### config.mk
export PLATFORM = sky130hd
export DESIGN_NAME = max_gap_slot_allocator_unit
export DESIGN_NICKNAME = d
export VERILOG_FILES = /design/src/design/mgsa_pkg.sv /design/src/design/max_gap_slot_allocator_unit.sv /design/src/design/mgsa_occ_mem.sv /design/src/design/mgsa_gap_unit.sv
export SDC_FILE = /design/constraint.sdc
export NUM_CORES = 2
export LEC_CHECK = 0
export ABC_AREA = 0
export BUFFER_PORTS_ARGS = -buffer_cell sky130_fd_sc_hd__buf_4
export CAP_MARGIN = 20
export CORE_ASPECT_RATIO = 1.1
export CORE_MARGIN = 3
export CORE_UTILIZATION = 43
export CTS_CLUSTER_DIAMETER = 150
export CTS_CLUSTER_SIZE = 20
export DETAILED_ROUTE_END_ITERATION = 10
export REMOVE_ABC_BUFFERS = 1
export SYNTH_ARGS = -nofsm -noshare
export SYNTH_HDL_FRONTEND = slang
export SYNTH_SLANG_ARGS = --single-unit
### constraint.sdc
create_clock -name i_clk -period 70.2 [get_ports i_clk]
set_input_delay 7.02 -clock i_clk [delete_from_list [all_inputs] [get_ports i_clk]]
set_output_delay 7.02 -clock i_clk [all_outputs]
set_load 0.03 [all_outputs]
### src/design/mgsa_pkg.sv
// ----------------------------------------------------------------------------
// mgsa_pkg
// Shared types and constants of the max-gap slot allocator.
// ----------------------------------------------------------------------------
package mgsa_pkg;

    localparam int MAX_SEATS_DEF  = 1024;
    localparam int SLOT_W         = 10;
    localparam int SEATS_W        = 11;
    localparam int SEATS_RESET    = 1024;
    localparam int APB_DATA_W     = 32;
    localparam int APB_ADDR_W     = 3;

    // Operation codes
    localparam logic OP_ALLOC   = 1'b0;
    localparam logic OP_RELEASE = 1'b1;

    // Status codes
    localparam logic [1:0] STATUS_ALLOCATED = 2'd0;
    localparam logic [1:0] STATUS_RELEASED  = 2'd1;
    localparam logic [1:0] STATUS_FULL      = 2'd2;
    localparam logic [1:0] STATUS_NOT_HELD  = 2'd3;

    typedef struct packed {
        logic              op;
        logic [SLOT_W-1:0] slot_index;
    } t_in_item;

    typedef struct packed {
        logic [SLOT_W-1:0] chosen_slot;
        logic [1:0]        status;
    } t_out_item;

    // Kind of gap handed to the gap unit
    typedef enum logic [1:0] {
        GAP_LEFT,
        GAP_INTERIOR,
        GAP_RIGHT
    } t_gap_mode;

endpackage

### src/design/max_gap_slot_allocator_unit.sv
// ----------------------------------------------------------------------------
// max_gap_slot_allocator_unit
// Seat allocator over a row of slots: allocate at the widest gap, release.
// ----------------------------------------------------------------------------
//  channel   | valid / stall            | payload
//  ----------+--------------------------+-----------------------------------
//  request   | i_in_valid / o_in_stall  | i_in_data  (op, slot_index)
//  result    | o_out_valid / i_out_stall| o_out_data (chosen_slot, status)
//  config    | APB psel/penable/pwrite  | reg 0 num_seats at byte 0
//
//  After reset a clearing pass writes every map entry free, with o_in_stall
//  high (config writes are taken meanwhile).
//  Allocate: a one-slot-per-cycle scan of the occupancy map through its
//  single read port and the shared gap unit, then the right edge gap.
//  Release: map read, check, write back.
//  One item is in flight at a time; a result waiting on i_out_stall holds the
//  finishing step until the output register frees up.
// ----------------------------------------------------------------------------
module max_gap_slot_allocator_unit #(
    parameter int MAX_SEATS = mgsa_pkg::MAX_SEATS_DEF
) (
    input  logic                                 i_clk,
    input  logic                                 i_rst_n,
    // Request channel
    input  logic                                 i_in_valid,
    output logic                                 o_in_stall,
    input  mgsa_pkg::t_in_item                   i_in_data,
    // Result channel
    output logic                                 o_out_valid,
    input  logic                                 i_out_stall,
    output mgsa_pkg::t_out_item                  o_out_data,
    // Config port
    input  logic                                 psel,
    input  logic                                 penable,
    input  logic                                 pwrite,
    input  logic [mgsa_pkg::APB_ADDR_W-1:0]      paddr,
    input  logic [mgsa_pkg::APB_DATA_W-1:0]      pwdata,
    output logic [mgsa_pkg::APB_DATA_W-1:0]      prdata,
    output logic                                 pready
);

    localparam int SW = $clog2(MAX_SEATS);

    typedef enum logic [2:0] {
        ST_CLEAR,
        ST_IDLE,
        ST_SCAN,
        ST_DRAIN,
        ST_RIGHT,
        ST_ALLOC_FIN,
        ST_REL_RD,
        ST_REL_CHK
    } t_state;

    // ------------------------------------------------------------------
    // Config register
    // ------------------------------------------------------------------
    logic [mgsa_pkg::SEATS_W-1:0] r_num_seats;
    logic                         cfg_hit;

    // Word-aligned decode: paddr[2] selects beyond the register list
    assign cfg_hit = !paddr[2];
    assign pready  = 1'b1;
    assign prdata  = cfg_hit ? mgsa_pkg::APB_DATA_W'(r_num_seats) : '0;

    always_ff @(posedge i_clk) begin
        if (!i_rst_n) begin
            r_num_seats <= mgsa_pkg::SEATS_W'(mgsa_pkg::SEATS_RESET);
        end else if (psel && penable && pwrite && cfg_hit) begin
            r_num_seats <= pwdata[mgsa_pkg::SEATS_W-1:0];
        end
    end

    // Last usable slot: zero count acts as one slot, large counts saturate
    logic [SW-1:0] last_slot;
    always_comb begin
        if (r_num_seats == '0) begin
            last_slot = '0;
        end else if (32'(r_num_seats) > 32'(MAX_SEATS)) begin
            last_slot = SW'(MAX_SEATS - 1);
        end else begin
            last_slot = SW'(32'(r_num_seats) - 32'd1);
        end
    end

    // ------------------------------------------------------------------
    // Sequencer state
    // ------------------------------------------------------------------
    t_state              r_state,     n_state;
    logic [SW-1:0]       r_addr,      n_addr;
    logic [SW-1:0]       r_last,      n_last;
    logic [SW-1:0]       r_rd_idx,    n_rd_idx;
    logic                r_rd_vld,    n_rd_vld;
    logic                r_seen,      n_seen;
    logic [SW-1:0]       r_prev,      n_prev;
    logic [SW-1:0]       r_best_dist, n_best_dist;
    logic [SW-1:0]       r_best_slot, n_best_slot;
    logic [SW-1:0]       r_rel_addr,  n_rel_addr;
    logic [mgsa_pkg::SLOT_W-1:0] r_rel_idx, n_rel_idx;
    logic                r_rel_ok,    n_rel_ok;
    logic                r_out_valid, n_out_valid;
    mgsa_pkg::t_out_item r_out_data,  n_out_data;

    // Memory port
    logic          mem_we;
    logic [SW-1:0] mem_waddr;
    logic          mem_wdata;
    logic [SW-1:0] mem_raddr;
    logic          mem_rdata;

    mgsa_occ_mem #(
        .DEPTH  (MAX_SEATS),
        .ADDR_W (SW)
    ) u_occ_mem (
        .i_clk   (i_clk),
        .i_we    (mem_we),
        .i_waddr (mem_waddr),
        .i_wdata (mem_wdata),
        .i_raddr (mem_raddr),
        .o_rdata (mem_rdata)
    );

    // Shared gap unit: scan steps use the occupied slot just read, the final
    // step evaluates the right edge gap
    mgsa_pkg::t_gap_mode gap_mode;
    logic [SW-1:0]       gap_pos;
    logic [SW-1:0]       gap_prev;
    logic [SW-1:0]       gap_dist;
    logic [SW-1:0]       gap_slot;

    always_comb begin
        if (r_state == ST_RIGHT) begin
            gap_mode = mgsa_pkg::GAP_RIGHT;
            gap_pos  = r_last;
        end else begin
            gap_mode = r_seen ? mgsa_pkg::GAP_INTERIOR : mgsa_pkg::GAP_LEFT;
            gap_pos  = r_rd_idx;
        end
        gap_prev = r_seen ? r_prev : '0;
    end

    mgsa_gap_unit #(
        .SW (SW)
    ) u_gap_unit (
        .i_mode      (gap_mode),
        .i_pos       (gap_pos),
        .i_prev      (gap_prev),
        .i_best_dist (r_best_dist),
        .i_best_slot (r_best_slot),
        .o_best_dist (gap_dist),
        .o_best_slot (gap_slot)
    );

    logic out_free;
    logic hit;

    // Output register may be refilled when empty or being taken this cycle
    assign out_free = !r_out_valid || !i_out_stall;
    // Occupied slot arriving from the scan read
    assign hit      = r_rd_vld && mem_rdata;

    always_comb begin
        n_state     = r_state;
        n_addr      = r_addr;
        n_last      = r_last;
        n_rd_idx    = r_addr;
        n_rd_vld    = 1'b0;
        n_seen      = r_seen;
        n_prev      = r_prev;
        n_best_dist = r_best_dist;
        n_best_slot = r_best_slot;
        n_rel_addr  = r_rel_addr;
        n_rel_idx   = r_rel_idx;
        n_rel_ok    = r_rel_ok;
        n_out_valid = r_out_valid && i_out_stall;
        n_out_data  = r_out_data;
        mem_we      = 1'b0;
        mem_waddr   = r_addr;
        mem_wdata   = 1'b0;
        mem_raddr   = r_addr;

        // Fold an occupied slot from the scan into the running best
        if (hit) begin
            n_best_dist = gap_dist;
            n_best_slot = gap_slot;
            n_prev      = r_rd_idx;
            n_seen      = 1'b1;
        end

        unique case (r_state)
            ST_CLEAR: begin
                mem_we = 1'b1;
                if (r_addr == SW'(MAX_SEATS - 1)) begin
                    n_state = ST_IDLE;
                end else begin
                    n_addr = r_addr + 1'b1;
                end
            end
            ST_IDLE: begin
                if (i_in_valid) begin
                    if (i_in_data.op == mgsa_pkg::OP_ALLOC) begin
                        n_state     = ST_SCAN;
                        n_addr      = '0;
                        n_last      = last_slot;
                        n_seen      = 1'b0;
                        n_prev      = '0;
                        n_best_dist = '0;
                        n_best_slot = '0;
                    end else begin
                        n_state    = ST_REL_RD;
                        n_rel_idx  = i_in_data.slot_index;
                        n_rel_addr = SW'(i_in_data.slot_index);
                        n_rel_ok   = 32'(i_in_data.slot_index) < 32'(MAX_SEATS);
                    end
                end
            end
            ST_SCAN: begin
                // Issue one map read a cycle; data comes back next cycle
                n_rd_vld = 1'b1;
                if (r_addr == r_last) begin
                    n_state = ST_DRAIN;
                end else begin
                    n_addr = r_addr + 1'b1;
                end
            end
            ST_DRAIN: begin
                n_state = ST_RIGHT;
            end
            ST_RIGHT: begin
                if (r_seen) begin
                    n_best_dist = gap_dist;
                    n_best_slot = gap_slot;
                end
                n_state = ST_ALLOC_FIN;
            end
            ST_ALLOC_FIN: begin
                if (out_free) begin
                    n_out_valid = 1'b1;
                    n_state     = ST_IDLE;
                    if (!r_seen) begin
                        // Empty row takes slot 0
                        mem_we     = 1'b1;
                        mem_waddr  = '0;
                        mem_wdata  = 1'b1;
                        n_out_data = '{chosen_slot: '0,
                                       status: mgsa_pkg::STATUS_ALLOCATED};
                    end else if (r_best_dist == '0) begin
                        n_out_data = '{chosen_slot: '0,
                                       status: mgsa_pkg::STATUS_FULL};
                    end else begin
                        mem_we     = 1'b1;
                        mem_waddr  = r_best_slot;
                        mem_wdata  = 1'b1;
                        n_out_data = '{chosen_slot: mgsa_pkg::SLOT_W'(r_best_slot),
                                       status: mgsa_pkg::STATUS_ALLOCATED};
                    end
                end
            end
            ST_REL_RD: begin
                mem_raddr = r_rel_addr;
                n_state   = ST_REL_CHK;
            end
            ST_REL_CHK: begin
                mem_raddr = r_rel_addr;
                if (out_free) begin
                    n_out_valid = 1'b1;
                    n_state     = ST_IDLE;
                    if (r_rel_ok && mem_rdata) begin
                        mem_we     = 1'b1;
                        mem_waddr  = r_rel_addr;
                        mem_wdata  = 1'b0;
                        n_out_data = '{chosen_slot: r_rel_idx,
                                       status: mgsa_pkg::STATUS_RELEASED};
                    end else begin
                        n_out_data = '{chosen_slot: r_rel_idx,
                                       status: mgsa_pkg::STATUS_NOT_HELD};
                    end
                end
            end
            default: begin
                n_state = ST_IDLE;
            end
        endcase
    end

    always_ff @(posedge i_clk) begin
        if (!i_rst_n) begin
            r_state     <= ST_CLEAR;
            r_addr      <= '0;
            r_rd_vld    <= 1'b0;
            r_out_valid <= 1'b0;
        end else begin
            r_state     <= n_state;
            r_addr      <= n_addr;
            r_rd_vld    <= n_rd_vld;
            r_out_valid <= n_out_valid;
        end
        r_last      <= n_last;
        r_rd_idx    <= n_rd_idx;
        r_seen      <= n_seen;
        r_prev      <= n_prev;
        r_best_dist <= n_best_dist;
        r_best_slot <= n_best_slot;
        r_rel_addr  <= n_rel_addr;
        r_rel_idx   <= n_rel_idx;
        r_rel_ok    <= n_rel_ok;
        r_out_data  <= n_out_data;
    end

    assign o_in_stall  = (r_state != ST_IDLE);
    assign o_out_valid = r_out_valid;
    assign o_out_data  = r_out_data;

endmodule

### src/design/mgsa_occ_mem.sv
// ----------------------------------------------------------------------------
// mgsa_occ_mem
// Occupancy map: one bit per slot, one write and one registered read a cycle.
// ----------------------------------------------------------------------------
module mgsa_occ_mem #(
    parameter int DEPTH  = mgsa_pkg::MAX_SEATS_DEF,
    parameter int ADDR_W = $clog2(DEPTH)
) (
    input  logic              i_clk,
    input  logic              i_we,
    input  logic [ADDR_W-1:0] i_waddr,
    input  logic              i_wdata,
    input  logic [ADDR_W-1:0] i_raddr,
    output logic              o_rdata
);

    logic r_mem [DEPTH];
    logic r_rdata;

    always_ff @(posedge i_clk) begin
        if (i_we) begin
            r_mem[i_waddr] <= i_wdata;
        end
        r_rdata <= r_mem[i_raddr];
    end

    assign o_rdata = r_rdata;

endmodule

### src/design/mgsa_gap_unit.sv
// ----------------------------------------------------------------------------
// mgsa_gap_unit
// Gap evaluator: distance and offered slot of one gap, kept if it beats best.
// ----------------------------------------------------------------------------
module mgsa_gap_unit #(
    parameter int SW = 10
) (
    input  mgsa_pkg::t_gap_mode i_mode,
    input  logic [SW-1:0]       i_pos,
    input  logic [SW-1:0]       i_prev,
    input  logic [SW-1:0]       i_best_dist,
    input  logic [SW-1:0]       i_best_slot,
    output logic [SW-1:0]       o_best_dist,
    output logic [SW-1:0]       o_best_slot
);

    logic [SW-1:0] diff;
    logic [SW:0]   sum;
    logic [SW-1:0] gap_len;
    logic [SW-1:0] cand;

    assign diff = i_pos - i_prev;
    assign sum  = {1'b0, i_pos} + {1'b0, i_prev};

    always_comb begin
        unique case (i_mode)
            mgsa_pkg::GAP_LEFT: begin
                gap_len = diff;
                cand    = '0;
            end
            mgsa_pkg::GAP_INTERIOR: begin
                gap_len = diff >> 1;
                cand    = sum[SW:1];
            end
            default: begin
                gap_len = diff;
                cand    = i_pos;
            end
        endcase
    end

    // Keep the earlier gap on ties
    assign o_best_dist = (gap_len > i_best_dist) ? gap_len : i_best_dist;
    assign o_best_slot = (gap_len > i_best_dist) ? cand : i_best_slot;

endmodule
# --- Yosys cells after proc, flatten, opt, wreduce, memory -nomap -nowiden ---
# Memory sizes are Yosys's and may differ from the RTL's. A register that Yosys moved wholly into a read port is not among the register bits.
# Cells that the tools add are included.
totals:
  reg_bits: 99
  mem_bits_rw: 1024
  in_bits: 53
  mem_count: 1
classes:
  addsub: 4
  n_lt_le_gt_ge: 2
  eq_ne: 20
  n_mux: 64
  n_bitwise: 1
  n_reduce_logical: 22
memory_table:
  columns: ["memory", "words", "word_bits", "read_ports", "rd_clocked_by_memory_dff", "wr", "line", "rtl"]
  rows:
  - ["u_occ_mem.r_mem", 1024, 1, 1, 1, 1, "mgsa_occ_mem.sv:17", "logic r_mem [DEPTH];"]
op_table:
  columns: ["operator", "n"]
  rows:
  - ["$mux W10", 28]
  - ["$pmux W10 S2", 4]
  - ["$mux W12", 4]
  - ["$pmux W10 S3", 1]
  - ["$pmux W12 S2", 1]
  - ["$pmux W3 S7", 1]
  - ["$mux W1", 16]
  - ["$ne A2 B2 Y1 const B", 8]
  - ["$mux W3", 5]
  - ["$eq A3 B3 Y1 const B", 4]
  - ["$add A10 B10 Y11", 1]
  - ["$gt A11 B11 Y1 const B", 1]
  - ["$logic_not A11 Y1", 1]
  - ["$mux W11", 1]
  - ["$add A10 B1 Y10 const B", 1]
  - ["$eq A10 B10 Y1", 1]
  - ["$eq A10 B10 Y1 const B", 1]
  - ["$gt A10 B10 Y1", 1]
  - ["$logic_not A10 Y1", 1]
  - ["$sub A10 B1 Y10 const B", 1]
  - ["$sub A10 B10 Y10", 1]
  - ["$reduce_and A3 Y1", 3]
  - ["$eq A3 B2 Y1 const B", 2]
  - ["$logic_and A1 B1 Y1", 5]
  - ["other kinds (16)", 20]

# --- Logic depth before layout (Yosys ltp) ---
logic_depth:
  word_depth: 10
  ltp_mapped: 28
  mapped_depth_nobuf: 23

# --- Hierarchy ---
# A second synthesis with hierarchy kept.
unflattened:
  cells_unflattened: 3878
  hier_area_um2: 51008.9
by_module_without_submodules:
  columns: ["mod", "n_inst", "cells_each", "area_per_inst_um2", "seq_area_each_um2"]
  rows:
  - ["mgsa_occ_mem", 1, 3112, 44656.6, 30769.5]
  - ["max_gap_slot_allocator_unit", 1, 534, 4780.8, 2302.2]
  - ["mgsa_gap_unit", 1, 232, 1571.5, 0.0]

# --- Least setup slack after synthesis ---
# No wires, ideal clock.
synth_timing:
  path_type: "input -> register"
  startpoint: "input i_out_stall"
  endpoint: "memory u_occ_mem.r_mem[0], data pin"
  setup_ns: 7.743
  t_arrival_ns: 45.740
  t_required_ns: 62.457
  setup_slack_ns: 16.718
  path_stages: 3
  n_path_buf: 0
  path_cell_list: "nand2_1 > nand2_1 > nor3_1"
synth_between:
  elab_chain_len: 4
synth_lines:
  columns: ["item", "line", "rtl"]
  rows:
  - ["from (decl)", "max_gap_slot_allocator_unit.sv:30", "input logic i_out_stall,"]
  - ["$logic_not A1 Y1", "max_gap_slot_allocator_unit.sv:158", "assign out_free = !r_out_valid || !i_out_stall;"]
  - ["$logic_or A1 B1 Y1", "max_gap_slot_allocator_unit.sv:158", null]
  - ["$mux W1", "max_gap_slot_allocator_unit.sv:237", "if (out_free) begin"]
  - ["$mux W1", null, null]
  - ["net mem_wdata", "max_gap_slot_allocator_unit.sv:107", "logic mem_wdata;"]
  - ["to (decl)", "mgsa_occ_mem.sv:17", null]
# The timed path passes the listed nets, and every way through them passes these cells.

# --- Final worst setup path ---
layout_timing:
  startpoint: "input paddr[2] in the netlist's numbering"
  endpoint: "output prdata[2] in the netlist's numbering"
layout_between:
  elab_chain_len: 1
layout_lines:
  columns: ["item", "line", "rtl"]
  rows:
  - ["from (decl)", "max_gap_slot_allocator_unit.sv:36", "input logic [mgsa_pkg::APB_ADDR_W-1:0] paddr,"]
  - ["$mux W11", "max_gap_slot_allocator_unit.sv:64", "assign prdata = cfg_hit ? mgsa_pkg::APB_DATA_W'(r_num_seats) : '0;"]
  - ["to (decl)", "max_gap_slot_allocator_unit.sv:38", "output logic [mgsa_pkg::APB_DATA_W-1:0] prdata,"]
# Every way passes these cells.

==> results.json <==
{
  "ys_warn_count": 0,
  "fmax_ghz": 0.06900,
  "drv_slew": 0,
  "routedWlPerCell_um": 24.03,
  "crit_path_cell_trace": "buf_4, nor2b_1, buf_4",
  "synth_flop_cell": "edfxtp_1",
  "period_share_pct": 20.65,
  "vias_per_cell": 5.830,
  "cp_slowest_cell": "buf_4",
  "dpl.cell_count": 6003,
  "slowest_delay_ps": 170,
  "cts_setup_buffers": 0,
  "synthCells": 4727,
  "routed_wl_um": 146700,
  "cp_data_arrival_time_ps": 7470,
  "final_cell_mix": "nor2_1 (1,065), edfxtp_1 (1,056), nand2_1 (942), nand3_1 (269), mux2i_1 (149)",
  "synth.area.top_cells": "edfxtp_1 (63%), nor2_1 (7.9%), nand2_1 (7.2%)",
  "dieHeight_um": 365.7,
  "endpoint_kind": "output port",
  "min_period_ps": 14490,
  "yosys.area.top_type": "edfxtp_1",
  "fin_skew_ps": 41.16,
  "synth_top_area_share_pct": 62.70,
  "postSynthAreaPerCell_sq_um": 10.70,
  "hold_start": "r_rd_idx[9]",
  "cts-root-buf": "clkbuf_16",
  "startpoint": "paddr[2]",
  "crit_end": "prdata[2]",
  "final_common_cell": "nor2_1",
  "cp_num_cells": 3,
  "cts.path.max_buffers": 3,
  "gr-total-overflow": 0,
  "clk_latency_ps": 660,
  "layout-drive-gt1-share_pct": 6.490,
  "dieWidth_um": 333.0,
  "hp-class": "flop to flop",
  "path_clk_slew_ps": 100,
  "maxCapViolCount": 0,
  "finalHoldViolCount": 0,
  "syn_area_sq_um": 50580,
  "critPathKind": "input port to output port",
  "core_sq_um": 116400,
  "synth_seq_cells": 1124,
  "ys_seq_area_share_pct": 65.39,
  "place.port_buffers": 54,
  "path_common_cell": "buf_4",
  "antenna_found_initial": 1,
  "drcViolationCount": 0,
  "postSynth.asyncResetShare_pct": 0,
  "worst-path-max-fanout": 13,
  "hpwlAfterDp_um": 80690,
  "nets": 4644,
  "initial_core_util_pct": 43.46,
  "num_vias": 35601,
  "p_leak_nw": 16.58,
  "ff2ff_path_depth": 8,
  "cts.sinks": 1124,
  "p_per_area_nw_per_um2": 22.00,
  "rrSetupSlack_ps": 63920,
  "status": "completed",
  "worstPathRequired_ps": 63180,
  "grt_pass1_vias": 33512,
  "ir_drop_v": 0.00001516,
  "firstDrtPassIters": 6,
  "cts_resized": 0,
  "path_buf_inv": 2,
  "rsz0062_at_grt": "no",
  "reg2reg_to": "u_occ_mem.r_mem[535]",
  "synth_edf_count": 1056,
  "first_iter_violations": 4222,
  "gp_congestion": 0.8625,
  "tritoncts.num_buffers": 66,
  "slew_headroom_pct": 23.54,
  "critical-path-top-delay-family": "buffers and inverters",
  "rr_startpoint": "r_state[2]",
  "cts_tree": "built",
  "finalSetupViolations": 0,
  "grt_pass1_wl_um": 216200,
  "worst_slew_pin_slew_ps": 1147,
  "die_area_sq_um": 121800,
  "ant_nets": 0,
  "cp-start-kind": "input port",
  "fillers": 10666,
  "ys_types": 77,
  "grt_usage_pct": 23.55,
  "tns_ps": 0,
  "h-tree-depth": 3,
  "row_count": 131,
  "area_growth_syn_to_layout_pct": 7.770,
  "ios": 100,
  "hold_buffers": 0,
  "stdcell_count": 6106,
  "grt_start_max_net_pins": 139
}
-- kinds of logic (layout without fill, tap and decap cells) --
logic type | Yosys count | in the layout | share of synthesized area (%)
other | 2 | 23 | 0.01485
AND/OR/NAND/NOR | 2565 | 2565 | 21.09
buffers and inverters | 460 | 289 | 3.731
adder cells (fa/ha/maj) | 33 | 33 | 0.8065
multiplexers | 150 | 150 | 2.979
AO/OA/AOI/OAI | 355 | 355 | 5.334
XOR/XNOR | 38 | 38 | 0.6581
flip-flops | 1124 | 1124 | 65.39
-- routing by layer --
layer	global-route usage (%)	routed length [um]
met1	31.12	60010
met2	39.46	69470
met3	3.170	10950
met4	9.561	6307
met5	0	0
-- cell type report --
type | instances | area, sq um | share of cell area [%]
multi-input cells | 3163 | 15900 | 29.17
clock inverters | 3 | 33.78 | 0.06198
diodes | 1 | 2.502 | 0.004591
flip-flops and latches | 1124 | 33070 | 60.68
well taps | 1529 | 1913 | 3.510
inverters | 41 | 153.9 | 0.2824
repair buffers | 165 | 1664 | 3.053
clock buffers | 80 | 1768 | 3.244
-- per-stage QoR --
stage | hold slack [ps] | total power [W] | setup WS (ps) | util [%] | cell area [sq um]
3_3_place_gp | 440.0 | 0.0008196 | 55710 | 44.79 | 52130
5_1_grt | 469.3 | 0.001236 | 55640 | 46.83 | 54500
2_1_floorplan | 396.4 | 0.0008075 | 16730 | - | 48920
3_5_place_dp | 443.0 | 0.0008202 | 55700 | 44.89 | 52240
4_1_cts | 448.0 | 0.001206 | 55700 | 46.44 | 54040
6_report | 447.4 | 0.001199 | 55710 | 46.84 | 54510
-- registers in the layout, indices dropped and copies added (netlist names) --
register and flops:
u_occ_mem.r_mem 1024, o_out_data 12, r_num_seats 11, n_rd_idx 10
r_best_dist 10, r_best_slot 10, r_last 10, r_prev 10
r_rd_idx 10, r_rel_idx 10, r_state 3, o_out_valid 1
r_rd_vld 1, r_seen 1, u_occ_mem.o_rdata 1
-- Yosys cell counts, drive strengths merged (6+ instances only) --
library cell  number
a21boi            16
a21oi             39
a222oi            11
a22o              13
a22oi             11
a311oi            10
a31oi             40
a32oi            114
and2              12
and3              18
buf              148
clkbuf           271
dfxtp             68
edfxtp          1056
ha                30
inv               40
mux2i            149
nand2            964
nand2b             6
nand3            277
nand3b            15
nand4            118
nor2            1071
nor2b             21
nor3              19
nor3b              8
nor4              12
o21ai             40
o21bai             7
o2bb2ai            7
or3               12
xnor2             27
xor2              11
-- worst min path at each step --
stage | cells after the start | slack, ps | endpoint
5_1_grt | 2 | 470 | r_prev[9]
4_1_cts | 2 | 450 | r_prev[9]
3_5_place_dp | 2 | 440 | r_prev[9]
2_1_floorplan | 0 | 400 | r_rd_idx[3]
3_3_place_gp | 2 | 440 | r_prev[5]
6_report | 2 | 450 | r_prev[9]
-- power breakdown --
group | switching (W) | internal (W) | leakage, nW
logic | 0.0000593 | 0.0000237 | 7.72
clock network | 0.000215 | 0.000179 | 0.880
registers | 0.00000137 | 0.000721 | 7.98
-- worst reg2reg max path: cells and delay by family (launching register included) --
family / cells / cell delay (ps)
flops: 1 / 770
buf+inv: 6 / 4480
simple gates: 2 / 630
Power figures use the tool's default switching activity.
